`src/rtl/core/ist_pkg.sv`:
```
// Package: shared types, constants and controller encodings for the interval set table.
package ist_pkg;

    localparam int MaxRanges = 64;
    localparam int NumWidth  = 32;
    localparam int IdxWidth  = $clog2(MaxRanges);
    localparam int CntWidth  = $clog2(MaxRanges + 1);

    localparam logic CmdInsert = 1'b0;
    localparam logic CmdRemove = 1'b1;

    typedef logic [NumWidth-1:0] num_t;
    typedef logic [IdxWidth-1:0] idx_t;
    typedef logic [CntWidth-1:0] cnt_t;

    typedef struct packed {
        logic cmd;
        num_t low_value;
        num_t high_value;
    } in_beat_t;

    typedef struct packed {
        logic did_change;
        logic ever_changed;
        cnt_t range_count;
        logic status;
    } out_beat_t;

    typedef enum logic [2:0] {
        ST_IDLE,
        ST_SCAN,
        ST_PLAN,
        ST_COPY,
        ST_DONE
    } ctl_state_t;

    // controller -> datapath
    typedef struct packed {
        logic load;     // capture input beat, clear walk state
        logic scan;     // one read/classify step of the walk
        logic plan;     // decide operation after the walk
        logic copy;     // one write-back step
        logic finish;   // latch result beat
    } dp_cmd_t;

    // datapath -> controller
    typedef struct packed {
        logic scan_last;
        logic copy_last;
        logic no_copy;
    } dp_stat_t;

endpackage

```
`src/rtl/core/ist_ctrl.sv`:
```
// Controller: sequences load, table walk, planning, write-back and result.
module ist_ctrl (
    input  logic             clk,
    input  logic             rst_n,
    input  logic             in_fire,
    input  logic             out_free,
    input  ist_pkg::dp_stat_t stat,
    output ist_pkg::dp_cmd_t cmd,
    output logic             busy
);
    import ist_pkg::*;

    ctl_state_t state_reg, state_next;

    always_ff @(posedge clk or negedge rst_n)
    begin
        if (!rst_n)
            state_reg <= ST_IDLE;
        else
            state_reg <= state_next;
    end

    always_comb
    begin
        state_next = state_reg;
        case (state_reg)
            ST_IDLE: if (in_fire) state_next = ST_SCAN;
            ST_SCAN: if (stat.scan_last) state_next = ST_PLAN;
            ST_PLAN: state_next = stat.no_copy ? ST_DONE : ST_COPY;
            ST_COPY: if (stat.copy_last) state_next = ST_DONE;
            ST_DONE: if (out_free) state_next = ST_IDLE;
            default: state_next = ST_IDLE;
        endcase
    end

    always_comb
    begin
        cmd = '0;
        busy = 1'b1;
        case (state_reg)
            ST_IDLE: begin busy = 1'b0; cmd.load = in_fire; end
            ST_SCAN: cmd.scan = 1'b1;
            ST_PLAN: cmd.plan = 1'b1;
            ST_COPY: cmd.copy = 1'b1;
            ST_DONE: cmd.finish = out_free;
            default: busy = 1'b1;
        endcase
    end

    a_scan_from_load: assert property (@(posedge clk) disable iff (!rst_n)
        cmd.load |=> state_reg == ST_SCAN)
        else $error("load did not start walk");
    a_copy_follows: assert property (@(posedge clk) disable iff (!rst_n)
        (state_reg == ST_COPY) |-> ($past(state_reg) == ST_PLAN || $past(state_reg) == ST_COPY))
        else $error("copy entered out of order");
    a_onehot_cmd: assert property (@(posedge clk) disable iff (!rst_n)
        $onehot0(cmd))
        else $error("multiple datapath commands");

endmodule

```
`config.mk`:
```
export PLATFORM = sky130hd
export DESIGN_NAME = ist_ctrl
export DESIGN_NICKNAME = d
export VERILOG_FILES = /design/src/rtl/core/ist_pkg.sv /design/src/rtl/core/ist_ctrl.sv
export SDC_FILE = /design/constraint.sdc
export NUM_CORES = 1
export LEC_CHECK = 0
export ABC_AREA = 1
export BUFFER_PORTS_ARGS = -buffer_cell sky130_fd_sc_hd__buf_2
export CAP_MARGIN = 20
export CORE_AREA = 2 2 39 41
export CTS_CLUSTER_SIZE = 24
export DETAILED_ROUTE_END_ITERATION = 10
export DIE_AREA = 0 0 41 43
export PLACE_DENSITY_LB_ADDON = 0.08
export SLEW_MARGIN = 30
export SYNTH_ARGS = -nofsm -noshare
export SYNTH_HDL_FRONTEND = slang
export SYNTH_SLANG_ARGS = --single-unit
```
`constraint.sdc`:
```
create_clock -name clk -period 1.2 [get_ports clk]
set_input_delay 0.12 -clock clk [delete_from_list [all_inputs] [get_ports clk]]
set_output_delay 0.12 -clock clk [all_outputs]
set_load 0.05 [all_outputs]
```
Yosys cells after proc, flatten, opt, wreduce, memory -nomap -nowiden
Index checks and enable logic that the tools add are counted.
{"block": "classes", "n_eq_ne": 8, "mux": 12, "reduce_logical": 2}
{"operator": "$mux 3", "count": 5}
{"operator": "$pmux 3 s5", "count": 1}
{"operator": "$ne 2x2->1 const B", "count": 4}
{"operator": "$eq 3x2->1 const B", "count": 2}
{"operator": "$mux 1", "count": 6}
{"operator": "$reduce_and 4->1", "count": 1}
{"operator": "$eq 3x1->1 const B", "count": 1}
{"operator": "$eq 3x3->1 const B", "count": 1}
{"operator": "$logic_not 3->1", "count": 1}
{"block": "word_totals", "reg_bits": 3, "output_inout_bits": 6, "word_cells": 23}

Logic depth before layout (Yosys ltp)
{"block": "depth", "word_depth": 3, "mapped_depth": 6}

Worst setup path after synthesis
Ideal clock, no wire load.
{"block": "synth_timing", "path_type": "flip-flop to output port", "from": "register state_reg[0]", "to": "output port cmd[0] (netlist bit)", "t_arrival_ns": 1.997, "path_slack_ns": -0.917, "stages_incl_launch_ff": 2, "cell_sequence": "dfrtp_1 > nor4_1"}
{"element": "start: declaration", "line": "ist_ctrl.sv:13", "text": "ctl_state_t state_reg, state_next;"}
{"element": "start signal: assignment", "line": "ist_ctrl.sv:20", "text": "state_reg <= state_next;"}
{"element": "end: declaration", "line": "ist_ctrl.sv:8", "text": "output ist_pkg::dp_cmd_t cmd,"}

==> summary.txt <==
PLACEMENT
-------------------------------------------------------------------------------------
Detailed Place HPWL                                                            527 µm
Last weighted congestion value of the routability-driven placer                 0.718
Buffers on Ports                                                                   12
Area post-placement                                                           363 µm²

CRITICAL PATH
-------------------------------------------------------------------------------------
Setup crit end kind                                                        output pin
Kind of critical path                                                    flip-flop to output pin
Setup slack of the worst register-to-register path                            0.02 ns
Origin of the critical flop-to-flop path                                 state_reg[1]
Required time of the critical path                                            1.08 ns
Biggest fanout along the worst timing path                                          5
Critical path data arrival time                                               1.15 ns
R2r endpoint                                                             state_reg[1]
Startpoint class of the critical path                                       flip-flop
Reg2Reg Depth                                                                       7

CLOCK TREE
-------------------------------------------------------------------------------------
Insertion delay to the later sink of the worst-skew pair                      0.23 ns
CTS tree                                                                          yes
Clock sink count                                                                    3
Number of buffers on the longest clock path                                         2
Root cell of the clock tree                                                  clkbuf_4
Count of H-tree levels built during CTS                                             1
Number of clock buffers inserted by TritonCTS                                       3
Clock-pin slew on the worst setup and hold paths                              0.04 ns

YOSYS
-------------------------------------------------------------------------------------
Share of synthesized area spent on multiplexers                                    0%
Synthesis warning total                                                             0
Synth Area per Inst                                                          6.50 µm²
Post-synthesis adder-cell area fraction                                            0%
Share of synthesized area occupied by flip-flops and latches                    32.1%
Compound-Gate Fraction of Synth Area                                            9.63%
Cells after Synth                                                                  36
Combinational family with the most area after synthesis                  simple AND/OR/NAND/NOR gates
Syn nets                                                                           43
Yosys reg bits                                                                      3
Post-synthesis share of cell area spent on and, or, nand and nor gates          43.9%
Netlist area before placement                                                 234 µm²
Number of distinct library cells after synthesis                                   15
Xor and xnor fraction of the mapped netlist area                                   0%

TIMING
-------------------------------------------------------------------------------------
Setup repair after global routing missed its margin                              true
Setup slack of the critical path after layout                              -0.0713 ns
Final Critical Period                                                         1.27 ns
Maximum clock frequency                                                     0.787 GHz
Hold violation count in the final report                                            0
Ratio of final minimum period to clock period                                    106%
Worst clock skew on the final layout                                      0.000387 ns
Normalized max-slew margin                                                      86.7%
Actual transition at the worst max-transition pin                            0.198 ns
Total count of max-transition violations in the final report                        0
Hold Worst Slack                                                             0.177 ns
Number of setup violations in the final report                                      5

STATUS
-------------------------------------------------------------------------------------
Outcome                                                                  finished, violations left
Violated checks                                                          negative setup slack

FINISH
-------------------------------------------------------------------------------------
Area of combinational cells with multiple inputs                              179 µm²
Finished Cell Area                                                            488 µm²
Final Util                                                                      35.3%
Max FFs per register                                                                3
Final #Nets                                                                        66
Post-synthesis to final-layout area growth                                       109%
Diodes inserted                                                                     0
Filler instances                                                                  156
Layout cells sized above 1                                                      62.1%
Area taken by flip-flops and latches                                         77.6 µm²

POWER
-------------------------------------------------------------------------------------
Leakage power                                                             0.000243 µW
Peak supply drop                                                              1.06 mV
P per Cell Area                                                           3310 nW/µm²
Sum of internal, switching and leakage power                                  1610 µW

FLOORPLAN
-------------------------------------------------------------------------------------
Die Y                                                                           43 µm
Die extent in x                                                                 41 µm
Full die area                                                                1760 µm²
Initial Util                                                                    16.9%
Number of top-level design ports                                                   13
Floorplan core area                                                          1380 µm²
Row count                                                                          14

MIN PATH
-------------------------------------------------------------------------------------
Count of cells along the worst hold path                                            4
End point of the most critical hold path                                 state_reg[1]
Hold/Removal Path Class                                                  primary input to flip-flop
HP Start                                                                      stat[1]

GLOBAL ROUTING
-------------------------------------------------------------------------------------
Initial antenna violation count                                                     0
Largest net degree at the start of global routing                                   6
First-pass GRT wire length                                                    1250 µm
All-Layer GR Usage                                                              10.7%
Vias in the first global route                                                    315
Leftover overflow at the end of global routing                                      0

ROUTE
-------------------------------------------------------------------------------------
Wire per inst                                                                 9.42 µm
Total Wirelength                                                               697 µm
Detailed-route via count                                                          313
DRT iter0 DRCs                                                                      4
# DRC                                                                               0
Routed via count divided by cell count                                           4.23
Final antenna-violating net count                                                   0
DR pass1 iterations                                                                 4

FLOW RUN
-------------------------------------------------------------------------------------
Number of maximum-capacitance violations                                            0

[per-stage QoR]
step | std cells | setup TNS [ns] | setup WS (ns)
after global routing | 74 | -0.741 | -0.135
after detailed placement | 65 | 0 | 0.0206
final | 74 | -0.218 | -0.0713
after global placement | 65 | 0 | 0.0460
after floorplan | 36 | -0.0695 | -0.0569
after CTS | 73 | -0.286 | -0.0861
[cell usage after synthesis]
| library cell | number | area (µm²) |
|---|---|---|
| nor4_1 | 1 | 6.26 |
| inv_2 | 2 | 7.51 |
| nand2_1 | 6 | 22.5 |
| a21oi_1 | 1 | 5.00 |
| dfrtp_1 | 3 | 75.1 |
| nor2_1 | 4 | 15.0 |
| nand3_2 | 1 | 10.0 |
| o21a_1 | 1 | 7.51 |
| nand2_2 | 1 | 6.26 |
| o21ai_0 | 1 | 5.00 |
| nand3_1 | 4 | 20.0 |
| nor2_2 | 2 | 12.5 |
| inv_1 | 7 | 26.3 |
| nor3_2 | 1 | 10.0 |
| o21ai_1 | 1 | 5.00 |
[placed cells by master, fill, tap and decap left out, drive strengths merged]
| cell | n |
|---|---|
| nand2 | 7 |
| buf | 17 |
| nor2 | 6 |
| dlygate4sd3 | 1 |
| o21ai | 2 |
| nand3 | 5 |
| dfrtp | 3 |
| a21oi | 1 |
| nor3 | 1 |
| inv | 9 |
| clkbuf | 4 |
| o21a | 1 |
| nor4 | 1 |
[area by class of cell]
| type | instances | share of cell area, % |
|---|---|---|
| clock buffers | 4 | 5.38 |
| inverters | 9 | 7.44 |
| multi-input cells | 24 | 36.7 |
| flip-flops and latches | 3 | 15.9 |
| well taps | 16 | 4.10 |
| repair buffers | 18 | 30.5 |
[per-layer routing]
layer | vias up | track usage, % | routed length (µm)
met5 | - | 0 | 0
li1 | 155 | - | -
met1 | 147 | 12.3 | 260
met4 | 0 | 8.00 | 0
met3 | 0 | 3.14 | 38
met2 | 11 | 15.6 | 398
[kinds of logic (layout without fill, tap and decap cells)]
| logic type | Yosys count | after routing |
|---|---|---|
| and+or+nand+nor | 20 | 20 |
| buffers and inverters | 9 | 31 |
| AOI/OAI and AO/OA | 4 | 4 |
| DFF | 3 | 3 |
[repair_timing]
item / 4_1_cts / 5_1_grt
setup buffers: 3 / 1
hold buffers: 1 / 0
setup endpoints to repair: 6 / 8
endpoints found under the hold margin: 3 / 0
gates resized for setup: 13 / 5
pin swaps: 3 / 1
[worst max path at each step]
stage	start	slack, ns	endpoint
after floorplan	state_reg[0]	-0.06	cmd[0]
after global placement	state_reg[1]	0.05	state_reg[2]
after detailed placement	state_reg[0]	0.02	cmd[4]
after CTS	state_reg[2]	-0.09	cmd[2]
after global routing	state_reg[1]	-0.13	cmd[0]
final	state_reg[1]	-0.07	cmd[4]
[critical path: stages, from the launching register on]
cell and delay, ns:
dfrtp_2 0.45, nor2_4 0.16, nand2_4 0.08, nor2_4 0.08
buf_6 0.16
[power breakdown]
part           total [µW]  internal (µW)  switching, µW
Combinational        1190            469            718
Clock                 174            124           49.6
Sequential            254            159           95.0
Power figures use the tool's default switching activity.
